===== src/rsa_pkg.sv =====
// ----------------------------------------------------------------------------
// rsa_pkg
// Shared types and constants for the RPN stack ALU: beat payloads, command
// and error codes, sequencer states and the serial ALU handshake.
// ----------------------------------------------------------------------------
package rsa_pkg;

    localparam int DATA_W  = 32;
    localparam int DEPTH_W = 7;
    localparam int CNT_W   = 6;
    localparam logic [CNT_W-1:0] CNT_LAST = CNT_W'(DATA_W);

    typedef enum logic [2:0] {
        CMD_PUSH = 3'd0,
        CMD_ADD  = 3'd1,
        CMD_SUB  = 3'd2,
        CMD_MUL  = 3'd3,
        CMD_DIV  = 3'd4,
        CMD_REM  = 3'd5
    } t_cmd;

    typedef enum logic [1:0] {
        ERR_OK    = 2'd0,
        ERR_UNDER = 2'd1,
        ERR_OVER  = 2'd2,
        ERR_DIVZ  = 2'd3
    } t_err;

    typedef enum logic [2:0] {
        S_IDLE,
        S_DECODE,
        S_FETCH,
        S_EXEC,
        S_DONE
    } t_state;

    typedef struct packed {
        logic [2:0]               command;
        logic signed [DATA_W-1:0] push_value;
    } t_in_beat;

    typedef struct packed {
        logic signed [DATA_W-1:0] top_value;
        logic [DEPTH_W-1:0]       stack_depth;
        logic [1:0]               error_code;
    } t_out_beat;

    typedef struct packed {
        logic       start;
        logic [2:0] op;
    } t_alu_req;

    typedef struct packed {
        logic done;
    } t_alu_rsp;

endpackage


===== src/rsa_stack_mem.sv =====
// ----------------------------------------------------------------------------
// rsa_stack_mem
// Stack storage: one write port, one read port with registered read data.
// ----------------------------------------------------------------------------
module rsa_stack_mem #(
    parameter int DEPTH = 64,
    parameter int AW    = 6
) (
    input  logic                      i_clk,
    input  logic                      i_we,
    input  logic [AW-1:0]             i_waddr,
    input  logic [rsa_pkg::DATA_W-1:0] i_wdata,
    input  logic [AW-1:0]             i_raddr,
    output logic [rsa_pkg::DATA_W-1:0] o_rdata
);

    logic [rsa_pkg::DATA_W-1:0] r_mem [DEPTH];
    logic [rsa_pkg::DATA_W-1:0] r_rdata;

    always_ff @(posedge i_clk) begin
        if (i_we) begin
            r_mem[i_waddr] <= i_wdata;
        end
        r_rdata <= r_mem[i_raddr];
    end

    assign o_rdata = r_rdata;

endmodule


===== src/rsa_serial_alu.sv =====
// ----------------------------------------------------------------------------
// rsa_serial_alu
// Serial arithmetic unit: add/sub one bit per cycle, multiply by shift-add,
// divide/remainder by restoring division on magnitudes, 32 steps each, then
// sign fixup and the done pulse.
// ----------------------------------------------------------------------------
module rsa_serial_alu (
    input  logic                       i_clk,
    input  logic                       i_rst_n,
    input  rsa_pkg::t_alu_req          i_req,
    input  logic [rsa_pkg::DATA_W-1:0] i_a,
    input  logic [rsa_pkg::DATA_W-1:0] i_b,
    output rsa_pkg::t_alu_rsp          o_rsp,
    output logic [rsa_pkg::DATA_W-1:0] o_result
);

    localparam int W = rsa_pkg::DATA_W;

    logic [W-1:0]                r_a, n_a;
    logic [W-1:0]                r_b, n_b;
    logic [W-1:0]                r_acc, n_acc;
    logic [W-1:0]                r_rem, n_rem;
    logic [W-1:0]                r_res, n_res;
    logic [2:0]                  r_op, n_op;
    logic [rsa_pkg::CNT_W-1:0]   r_cnt, n_cnt;
    logic                        r_carry, n_carry;
    logic                        r_neg, n_neg;
    logic                        r_busy, n_busy;
    logic                        r_done, n_done;

    logic [W-1:0] mag_a;
    logic [W-1:0] mag_b;
    logic [W:0]   rem_sh;
    logic [W:0]   diff;
    logic         sbit;
    logic         cbit;

    assign mag_a  = i_a[W-1] ? (~i_a + W'(1)) : i_a;
    assign mag_b  = i_b[W-1] ? (~i_b + W'(1)) : i_b;
    assign rem_sh = {r_rem, r_a[W-1]};
    assign diff   = rem_sh - {1'b0, r_b};
    assign sbit   = r_a[0] ^ r_b[0] ^ r_carry;
    assign cbit   = (r_a[0] & r_b[0]) | (r_carry & (r_a[0] ^ r_b[0]));

    always_comb begin
        n_a     = r_a;
        n_b     = r_b;
        n_acc   = r_acc;
        n_rem   = r_rem;
        n_res   = r_res;
        n_op    = r_op;
        n_cnt   = r_cnt;
        n_carry = r_carry;
        n_neg   = r_neg;
        n_busy  = r_busy;
        n_done  = 1'b0;
        if (i_req.start) begin
            n_op    = i_req.op;
            n_cnt   = '0;
            n_busy  = 1'b1;
            n_acc   = '0;
            n_rem   = '0;
            n_carry = (i_req.op == rsa_pkg::CMD_SUB);
            n_a     = i_a;
            n_b     = (i_req.op == rsa_pkg::CMD_SUB) ? ~i_b : i_b;
            n_neg   = 1'b0;
            if (i_req.op inside {rsa_pkg::CMD_DIV, rsa_pkg::CMD_REM}) begin
                n_a   = mag_a;
                n_b   = mag_b;
                n_neg = (i_req.op == rsa_pkg::CMD_DIV) ? (i_a[W-1] ^ i_b[W-1]) : i_a[W-1];
            end
        end else if (r_busy) begin
            if (r_cnt == rsa_pkg::CNT_LAST) begin
                n_busy = 1'b0;
                n_done = 1'b1;
                case (r_op)
                    rsa_pkg::CMD_DIV: n_res = r_neg ? (~r_acc + W'(1)) : r_acc;
                    rsa_pkg::CMD_REM: n_res = r_neg ? (~r_rem + W'(1)) : r_rem;
                    default:          n_res = r_acc;
                endcase
            end else begin
                n_cnt = r_cnt + rsa_pkg::CNT_W'(1);
                case (r_op)
                    rsa_pkg::CMD_ADD, rsa_pkg::CMD_SUB: begin
                        n_carry = cbit;
                        n_acc   = {sbit, r_acc[W-1:1]};
                        n_a     = r_a >> 1;
                        n_b     = r_b >> 1;
                    end
                    rsa_pkg::CMD_MUL: begin
                        if (r_b[0]) begin
                            n_acc = r_acc + r_a;
                        end
                        n_a = r_a << 1;
                        n_b = r_b >> 1;
                    end
                    rsa_pkg::CMD_DIV, rsa_pkg::CMD_REM: begin
                        n_rem = diff[W] ? rem_sh[W-1:0] : diff[W-1:0];
                        n_acc = {r_acc[W-2:0], ~diff[W]};
                        n_a   = r_a << 1;
                    end
                    default: begin
                        n_acc = r_acc;
                    end
                endcase
            end
        end
    end

    always_ff @(posedge i_clk) begin
        if (!i_rst_n) begin
            r_busy <= 1'b0;
            r_done <= 1'b0;
        end else begin
            r_busy <= n_busy;
            r_done <= n_done;
        end
        r_a     <= n_a;
        r_b     <= n_b;
        r_acc   <= n_acc;
        r_rem   <= n_rem;
        r_res   <= n_res;
        r_op    <= n_op;
        r_cnt   <= n_cnt;
        r_carry <= n_carry;
        r_neg   <= n_neg;
    end

    assign o_rsp.done = r_done;
    assign o_result   = r_res;

endmodule


===== src/rpn_stack_alu_core.sv =====
// Flow: push, error and no-op beats go from IDLE through DECODE to DONE,
// which loads the output register; add/sub/mul/div/rem also pass FETCH,
// which starts the 32-step serial ALU on the stack read, and EXEC, which
// writes the result back. One beat is in flight; the next is taken in IDLE.
// A new input beat is taken while a finished result waits in the output reg.
// Reset (synchronous, active low) empties the stack; store contents are kept.
// ----------------------------------------------------------------------------
// rpn_stack_alu_core
// Reverse-Polish integer evaluator over a bounded stack of 32-bit values,
// with a cached top-of-stack register and a bit-serial arithmetic unit.
// ----------------------------------------------------------------------------
module rpn_stack_alu_core #(
    parameter int STACK_DEPTH = 64
) (
    input  logic               i_clk,
    input  logic               i_rst_n,
    input  logic               i_in_valid,
    output logic               o_in_ready,
    input  rsa_pkg::t_in_beat  i_in_data,
    output logic               o_out_valid,
    input  logic               i_out_ready,
    output rsa_pkg::t_out_beat o_out_data
);

    localparam int AW  = $clog2(STACK_DEPTH);
    localparam int SPW = $clog2(STACK_DEPTH + 1);
    localparam int W   = rsa_pkg::DATA_W;

    rsa_pkg::t_state    r_state, n_state;
    logic [SPW-1:0]     r_sp, n_sp;
    logic [W-1:0]       r_top, n_top;
    logic [2:0]         r_cmd, n_cmd;
    logic [W-1:0]       r_val, n_val;
    logic [1:0]         r_err, n_err;
    logic               r_out_valid, n_out_valid;
    rsa_pkg::t_out_beat r_out, n_out;

    logic [SPW-1:0]     sp_m2;
    logic               mem_we;
    logic [AW-1:0]      mem_waddr;
    logic [W-1:0]       mem_wdata;
    logic [W-1:0]       mem_rdata;
    rsa_pkg::t_alu_req  alu_req;
    rsa_pkg::t_alu_rsp  alu_rsp;
    logic [W-1:0]       alu_result;

    assign sp_m2 = r_sp - SPW'(2);

    rsa_stack_mem #(
        .DEPTH (STACK_DEPTH),
        .AW    (AW)
    ) u_mem (
        .i_clk   (i_clk),
        .i_we    (mem_we),
        .i_waddr (mem_waddr),
        .i_wdata (mem_wdata),
        .i_raddr (sp_m2[AW-1:0]),
        .o_rdata (mem_rdata)
    );

    rsa_serial_alu u_alu (
        .i_clk    (i_clk),
        .i_rst_n  (i_rst_n),
        .i_req    (alu_req),
        .i_a      (mem_rdata),
        .i_b      (r_top),
        .o_rsp    (alu_rsp),
        .o_result (alu_result)
    );

    always_comb begin
        n_state     = r_state;
        n_sp        = r_sp;
        n_top       = r_top;
        n_cmd       = r_cmd;
        n_val       = r_val;
        n_err       = r_err;
        n_out_valid = r_out_valid & ~i_out_ready;
        n_out       = r_out;
        o_in_ready  = 1'b0;
        mem_we      = 1'b0;
        mem_waddr   = r_sp[AW-1:0];
        mem_wdata   = r_val;
        alu_req     = '0;
        alu_req.op  = r_cmd;
        case (r_state)
            rsa_pkg::S_IDLE: begin
                o_in_ready = 1'b1;
                if (i_in_valid) begin
                    n_cmd   = i_in_data.command;
                    n_val   = i_in_data.push_value;
                    n_state = rsa_pkg::S_DECODE;
                end
            end
            rsa_pkg::S_DECODE: begin
                n_err   = rsa_pkg::ERR_OK;
                n_state = rsa_pkg::S_DONE;
                if (r_cmd == rsa_pkg::CMD_PUSH) begin
                    if (r_sp == SPW'(STACK_DEPTH)) begin
                        n_err = rsa_pkg::ERR_OVER;
                    end else begin
                        mem_we = 1'b1;
                        n_top  = r_val;
                        n_sp   = r_sp + SPW'(1);
                    end
                end else if (r_cmd inside {[rsa_pkg::CMD_ADD:rsa_pkg::CMD_REM]}) begin
                    if (r_sp < SPW'(2)) begin
                        n_err = rsa_pkg::ERR_UNDER;
                    end else if ((r_cmd inside {rsa_pkg::CMD_DIV, rsa_pkg::CMD_REM})
                                 && (r_top == '0)) begin
                        n_err = rsa_pkg::ERR_DIVZ;
                    end else begin
                        n_state = rsa_pkg::S_FETCH;
                    end
                end
            end
            rsa_pkg::S_FETCH: begin
                alu_req.start = 1'b1;
                n_state       = rsa_pkg::S_EXEC;
            end
            rsa_pkg::S_EXEC: begin
                if (alu_rsp.done) begin
                    mem_we    = 1'b1;
                    mem_waddr = sp_m2[AW-1:0];
                    mem_wdata = alu_result;
                    n_top     = alu_result;
                    n_sp      = r_sp - SPW'(1);
                    n_state   = rsa_pkg::S_DONE;
                end
            end
            rsa_pkg::S_DONE: begin
                if (!r_out_valid || i_out_ready) begin
                    n_out_valid       = 1'b1;
                    n_out.top_value   = (r_sp != '0) ? r_top : '0;
                    n_out.stack_depth = rsa_pkg::DEPTH_W'(r_sp);
                    n_out.error_code  = r_err;
                    n_state           = rsa_pkg::S_IDLE;
                end
            end
            default: begin
                n_state = rsa_pkg::S_IDLE;
            end
        endcase
    end

    always_ff @(posedge i_clk) begin
        if (!i_rst_n) begin
            r_state     <= rsa_pkg::S_IDLE;
            r_sp        <= '0;
            r_out_valid <= 1'b0;
        end else begin
            r_state     <= n_state;
            r_sp        <= n_sp;
            r_out_valid <= n_out_valid;
        end
        r_top <= n_top;
        r_cmd <= n_cmd;
        r_val <= n_val;
        r_err <= n_err;
        r_out <= n_out;
    end

    assign o_out_valid = r_out_valid;
    assign o_out_data  = r_out;

    a_sp_bound: assert property (@(posedge i_clk) disable iff (!i_rst_n)
        r_sp <= SPW'(STACK_DEPTH))
        else $error("stack pointer beyond depth");

    a_done_in_exec: assert property (@(posedge i_clk) disable iff (!i_rst_n)
        alu_rsp.done |-> (r_state == rsa_pkg::S_EXEC))
        else $error("ALU done outside execute state");

    a_pop_on_done: assert property (@(posedge i_clk) disable iff (!i_rst_n)
        (r_state == rsa_pkg::S_EXEC && alu_rsp.done) |=> (r_sp == $past(r_sp) - SPW'(1)))
        else $error("stack pointer not decremented on writeback");

endmodule


===== config.mk =====
export PLATFORM = sky130hd
export DESIGN_NAME = rpn_stack_alu_core
export DESIGN_NICKNAME = d
export VERILOG_FILES = /design/src/rsa_pkg.sv /design/src/rsa_stack_mem.sv /design/src/rsa_serial_alu.sv /design/src/rpn_stack_alu_core.sv
export SDC_FILE = /design/constraint.sdc
export NUM_CORES = 2
export LEC_CHECK = 0
export BUFFER_PORTS_ARGS = -buffer_cell sky130_fd_sc_hd__buf_4
export CAP_MARGIN = 20
export CORE_UTILIZATION = 63
export DETAILED_ROUTE_END_ITERATION = 10
export GPL_TIMING_DRIVEN = 1
export HOLD_SLACK_MARGIN = 0.06
export PLACE_DENSITY_LB_ADDON = 0.08
export SLEW_MARGIN = 20
export SYNTH_ARGS = -nofsm -noshare
export SYNTH_HDL_FRONTEND = slang
export SYNTH_SLANG_ARGS = --single-unit

===== constraint.sdc =====
create_clock -name i_clk -period 6.1 [get_ports i_clk]
set_clock_uncertainty 0.1 [all_clocks]
set_input_delay 0 -clock i_clk [delete_from_list [all_inputs] [get_ports i_clk]]
set_output_delay 0 -clock i_clk [all_outputs]
set_load 0.02 [all_outputs]

After elaboration in Yosys (flattened, before gate mapping)
Memories as Yosys holds them, arrays and structs flattened. A register that Yosys moved wholly into a read port is not among the register bits.
Index checks and enable logic that the tools add are counted.
{"block": "word_totals", "mem_bits_rw": 2048, "memories": 1, "out_inout_bits": 43, "inputBits": 39, "latch_bits": 0, "word_cells": 167, "rom_bits": 0, "ff_bits": 294}
{"block": "op_classes", "muxes": 63, "bitwise": 17, "n_addsub": 10, "div_mod_pow": 0, "n_reduce_logical": 31, "mul": 0, "n_lt_le_gt_ge": 3, "shifts": 0, "eq_ne": 21}
{"name": "u_mem.r_mem", "words": 64, "width": 32, "read_ports": 1, "rd_clocked_by_memory_dff": 1, "write_ports": 1, "line_no": "rsa_stack_mem.sv:17", "rtl": "logic [rsa_pkg::DATA_W-1:0] r_mem [DEPTH];"}
{"cell": "$mux 32", "n": 21}
{"cell": "$pmux 32 s2", "n": 3}
{"cell": "$add 32x1->32 const B", "n": 4}
{"cell": "$not 32->32", "n": 4}
{"cell": "$pmux 32 s3", "n": 1}
{"cell": "$sub 33x32->33", "n": 1}
{"cell": "$add 32x32->32", "n": 1}
{"cell": "$logic_not 32->1", "n": 1}
{"cell": "$mux 3", "n": 7}
{"cell": "$mux 7", "n": 3}
{"cell": "$mux 1", "n": 18}
{"cell": "$reduce_and 3->1", "n": 6}
{"cell": "$eq 3x2->1 const B", "n": 5}
{"cell": "$eq 3x3->1 const B", "n": 5}
{"cell": "$pmux 3 s5", "n": 1}
{"cell": "$pmux 7 s2", "n": 1}
{"cell": "$mux 6", "n": 2}
{"cell": "$mux 2", "n": 5}
{"cell": "$ne 2x2->1 const B", "n": 5}
{"cell": "$reduce_bool 2->1", "n": 5}
{"cell": "$reduce_or 3->1", "n": 3}
{"cell": "$reduce_and 4->1", "n": 2}
{"cell": "$add 7x1->7 const B", "n": 1}
{"cell": "$eq 7x7->1 const B", "n": 1}
{"cell": "other kinds (22)", "n": 39}

Depth between registers and ports, before layout
{"block": "logic_depth", "depth_word": 8, "mapped_depth": 15, "mapped_depth_nobuf": 13}

Modules after synthesis
Synthesis repeated with hierarchy kept, for this count alone.
{"block": "unflattened", "cells_unflattened": 5419, "hier_area_um2": 97492.3}
{"module": "rsa_stack_mem", "seq_area_each_um2": 62139.6, "cells_each": 3324, "area_each_um2": 78515.3, "n_inst": 1}
{"module": "rsa_serial_alu", "seq_area_each_um2": 4474.3, "cells_each": 1605, "area_each_um2": 13603.0, "n_inst": 1}
{"module": "rpn_stack_alu_core", "seq_area_each_um2": 3523.4, "cells_each": 490, "area_each_um2": 5373.9, "n_inst": 1}

Worst setup path before layout
Ideal clock, no wire load.
{"block": "synth_path", "path_type": "register to register", "from": "register r_sp[1]", "to": "memory u_mem.r_mem[59][0] (netlist bit), enable pin", "slack_ps": 900, "stages_incl_launch_ff": 15, "n_path_buf": 7, "required_time_ps": 5579, "setup_ps": 421, "period_less_slack_ps": 5200, "arrival_time_ps": 4679, "cell_sequence": "dfxtp_1 -> clkbuf_1 -> clkbuf_1 -> clkbuf_1 -> clkbuf_1 -> inv_1 -> ha_1 -> clkbuf_1 -> clkbuf_1 -> clkbuf_1 -> and3_1 -> a31oi_1 -> nor2_1 -> nand2_1 -> nor2_1"}
{"block": "synth_via", "elab_chain_cells": 6, "word_cells_on_any_way": 9, "classes_between": "1 x add/sub; 1 x eq/ne; 7 x mux"}
{"element": "start, declared", "line_no": "rpn_stack_alu_core.sv:30", "rtl": "logic [SPW-1:0] r_sp, n_sp;"}
{"element": "start signal, assigned", "line_no": "rpn_stack_alu_core.sv:153", "rtl": "r_sp <= n_sp;"}
{"element": "$eq 7x7->1", "line_no": "rpn_stack_alu_core.sv:99", "rtl": "if (r_sp == SPW'(STACK_DEPTH)) begin"}
{"element": "$mux 1", "line_no": "rpn_stack_alu_core.sv:99"}
{"element": "$mux 1", "line_no": "rpn_stack_alu_core.sv:98", "rtl": "if (r_cmd == rsa_pkg::CMD_PUSH) begin"}
{"element": "$pmux 1 s2", "line_no": "rpn_stack_alu_core.sv:86", "rtl": "case (r_state)"}
{"element": "$mux 1", "line_no": "rsa_stack_mem.sv:21", "rtl": "if (i_we) begin"}
{"element": "$mux 1 (implied by the code)", "line_no": "rsa_stack_mem.sv:22", "rtl": "r_mem[i_waddr] <= i_wdata;"}
{"element": "end, declared", "line_no": "rsa_stack_mem.sv:17"}
Parallel ways exist; a longest one is shown, timed or not.

Worst setup path after layout
{"block": "layout_path", "from": "register r_state[0]", "to": "memory u_mem.r_mem[56][30] (netlist bit), enable pin"}
{"block": "layout_via", "elab_chain_cells": 4, "word_cells_on_any_way": 6, "classes_between": "2 x eq/ne; 4 x mux"}
{"element": "start, declared", "line_no": "rpn_stack_alu_core.sv:29", "rtl": "rsa_pkg::t_state r_state, n_state;"}
{"element": "start signal, assigned", "line_no": "rpn_stack_alu_core.sv:148", "rtl": "r_state <= rsa_pkg::S_IDLE;"}
{"element": "start signal, assigned", "line_no": "rpn_stack_alu_core.sv:152", "rtl": "r_state <= n_state;"}
{"element": "$eq 3x2->1 or $eq 3x1->1 (tied branches)", "line_no": "rpn_stack_alu_core.sv:86"}
{"element": "$pmux 1 s2", "line_no": "rpn_stack_alu_core.sv:86"}
{"element": "$mux 1", "line_no": "rsa_stack_mem.sv:21"}
{"element": "$mux 1 (implied by the code)", "line_no": "rsa_stack_mem.sv:22"}
Parallel ways exist; a longest one is shown, timed or not.

==> run summary <==
CP startpoint - r_state[0]
Slew margin rel. - 19.8%
Iteration count of the initial detailed-routing pass - 7
F_max - 203 MHz
Total GRT Usage - 32.6%
Setup CP Type - register to register
Buffers on Ports - 81
Commonest non-fill, non-tap cell in the layout - edfxtp_1
Post-synthesis cell count - 5220
CTS Buf Count - 224
Full die area - 156000 µm²
Data arrival, critical path - 5.32 ns
Routed wire per std cell - 32.5 µm
Worst hold start - i_in_valid
Unrepaired setup endpoints after global routing - no
Async SR Flop Fraction - 0%
CP Capture Type - register
Critical Path RT - 6.50 ns
Critical Path Sink - u_mem.r_mem[56][30]
Postcts setup bufs - 0
Worst path depth - 10
Share of cells above drive strength 1 - 23.9%
Critical path startpoint category - register
Total Wirelength - 250000 µm
Reg clk slew, reported paths - 0.07 ns
Longest Clk Path Bufs - 3
CTS tree - done
Sink Count - 2374
Final Wtd Congestion - 0.907
Hold WS - 0.140 ns
Clk root buf - clkbuf_16
Critical Path Slowest Stage Cell - nor2_4
Period minus WS final - 4.91 ns
Syn nets - 5338
Buf+Inv Stages, Crit Path - 3
Final nets - 5586
Initial antenna violation count - 10
Finished Layout Cells - 7698
Max-cap violation count - 0
Vias in the first global route - 50843
Vias per std cell - 6.82
Reg2reg end - u_mem.r_mem[56][30]
Core region area - 153000 µm²
Rows - 143
Pin count of the biggest net entering global routing - 107
Crit-path cells - nand2b_1, or2_2, buf_4, inv_2, and2_1, nor2_1, nor2_1, nand2_1, nor2_4, buf_4
Crit-path max cell delay - 0.87 ns
Final Cycle Share - 80.6%
Synth Area per Inst - 18.6 µm²
Worst-Skew Late Latency - 0.84 ns
Area after DPL - 101000 µm²
Unique cell type count in the Yosys netlist - 86
Synth Flop Type - edfxtp_1
Sequential-to-total area share from yosys stat - 72.1%
Finished Cell Area - 110000 µm²
Status - complete, no violations
Setup slack, reg-to-reg - 1.19 ns
Total negative slack - 0 ns
CP top delay family - simple AND/OR/NAND/NOR gates
VDD IR max - 0.000280 V
Antenna Nets Post-Route - 0
Placed Cells - 7196
Number of synthesized flops with an enable pin - 2259
P&R area growth vs syn - 12.7%
Vias - 52512
Yosys Warn Count - 0
Cell leakage power - 34.9 nW
1st-iter DRT viols - 6854
Chip Height - 395 µm
HPWL Detailed - 152000 µm
Slew @ Worst Pin - 1.20 ns
Slew Viols, Final - 0
CP max FO - 35
Final hold violations - 0
Synthesis-stage register bit count - 2374
Hold Crit Class - primary input to register
FF-to-FF Start - r_state[0]
Synthesized cell area - 97200 µm²
H-tree Lvls - 4
Ports - 82
Die W - 395 µm
Most frequent cells in the layout - 2259 x edfxtp_1, 659 x mux4_2, 424 x nand2_1
Starting density of the core - 63.7%
DRC violations left - 0
First-pass GRT wire length - 362000 µm
Setup Viol. Count Final - 0
PD cells - 316 nW/µm²
GRT overflow - 0
Worst reg2reg path depth - 10
-- kinds of logic after synthesis --
group | share of synthesized area, %
simple gates | 4.24
xor+xnor | 1.42
mux | 15.6
flops | 72.1
fa+ha+maj | 1.05
buf+inv | 1.47
compound gates | 4.09
-- where the power goes --
part	internal, mW	switching, mW	total (mW)
combinational	0.852	1.43	2.28
clock	7.90	6.03	13.9
sequential	18.1	0.314	18.5
total	26.9	7.78	34.7
-- worst min-delay path by stage --
stage                            end  slack, ns  cells past startpoint
after global routing      r_state[0]       0.18                      6
after floorplan             r_cmd[0]     -0.001                      0
after detailed placement    r_val[7]       0.08                      1
final                     r_state[0]       0.14                      6
after global placement     r_val[13]       0.08                      1
after CTS                 r_state[0]       0.08                      6
-- what timing repair did --
item                                   4_1_cts  5_1_grt
hold buffers                                75        0
resized for setup                            0        0
endpoints found under the hold margin       98        0
-- per-layer routing --
| metal | global-route usage (%) | part of all wire (%) |
|---|---|---|
| met1 | 47.7 | 39 |
| met2 | 50.6 | 48 |
| met3 | 5.89 | 9.9 |
| met4 | 10.9 | 3.5 |
| met5 | 0 | 0.038 |
-- stage by stage --
stage | setup slack [ns] | total power [mW] | util [%]
2_1_floorplan | 0.900 | 20.1 | -
3_3_place_gp | 1.52 | 21.0 | 66.4
3_5_place_dp | 1.44 | 21.0 | 66.5
4_1_cts | 1.42 | 34.8 | 71.8
5_1_grt | 0.997 | 35.6 | 71.8
6_report | 1.19 | 34.7 | 71.8
-- sequential cells by signal, indices dropped and copies added, names as in the netlist, 2 cells and up --
register,cells
u_alu.o_result,32
u_alu.r_a,32
o_out_data,41
r_sp,7
u_alu.r_op,3
u_alu.r_cnt,6
u_alu.r_b,32
r_err,2
u_mem.o_rdata,32
u_alu.r_rem,32
r_val,32
u_mem.r_mem,2048
r_cmd,3
u_alu.r_acc,32
r_top,32
r_state,3
-- synthesized netlist by cell type (all sizes together) (13+ instances only) --
master	n	area share (%)
inv	87	0.34
o41ai	16	0.15
ha	75	0.97
mux2i	31	0.32
a21oi	146	0.76
and3	14	0.090
nor2	200	0.77
nand2	457	1.8
a31oi	65	0.42
dfxtp	115	2.4
nand4	13	0.090
nor4	14	0.11
a21o	40	0.31
or4	15	0.13
nor2b	17	0.11
buf	76	0.35
edfxtp	2259	70
and2	57	0.37
clkbuf	202	0.78
nand2b	23	0.15
o21ai	188	0.97
a22oi	14	0.11
o31ai	25	0.21
mux4	659	15
o22ai	22	0.14
xnor2	98	0.88
nor3	44	0.23
a221oi	25	0.23
or3	24	0.18
xor2	60	0.54
a211oi	22	0.17
nand3	23	0.12
-- worst register-to-register path, cell delays in order (launching register included) --
cell and delay, ns:
dfxtp_1 0.47, nand2b_1 0.31, or2_2 0.37, buf_4 0.27, inv_2 0.11, and2_1 0.48, nor2_1 0.35, nor2_1 0.29
nand2_1 0.56, nor2_4 0.87, buf_4 0.38
-- final cells by class --
class,count,area (µm²)
clock inverters,122,1150
well taps,2030,2540
diodes,2,5.00
repair buffers,301,2770
inverters,87,327
flip-flops and latches,2374,70100
clock buffers,302,6220
fillers,9108,43000
multi-input cells,2480,26400
Power figures use the tool's default switching activity.
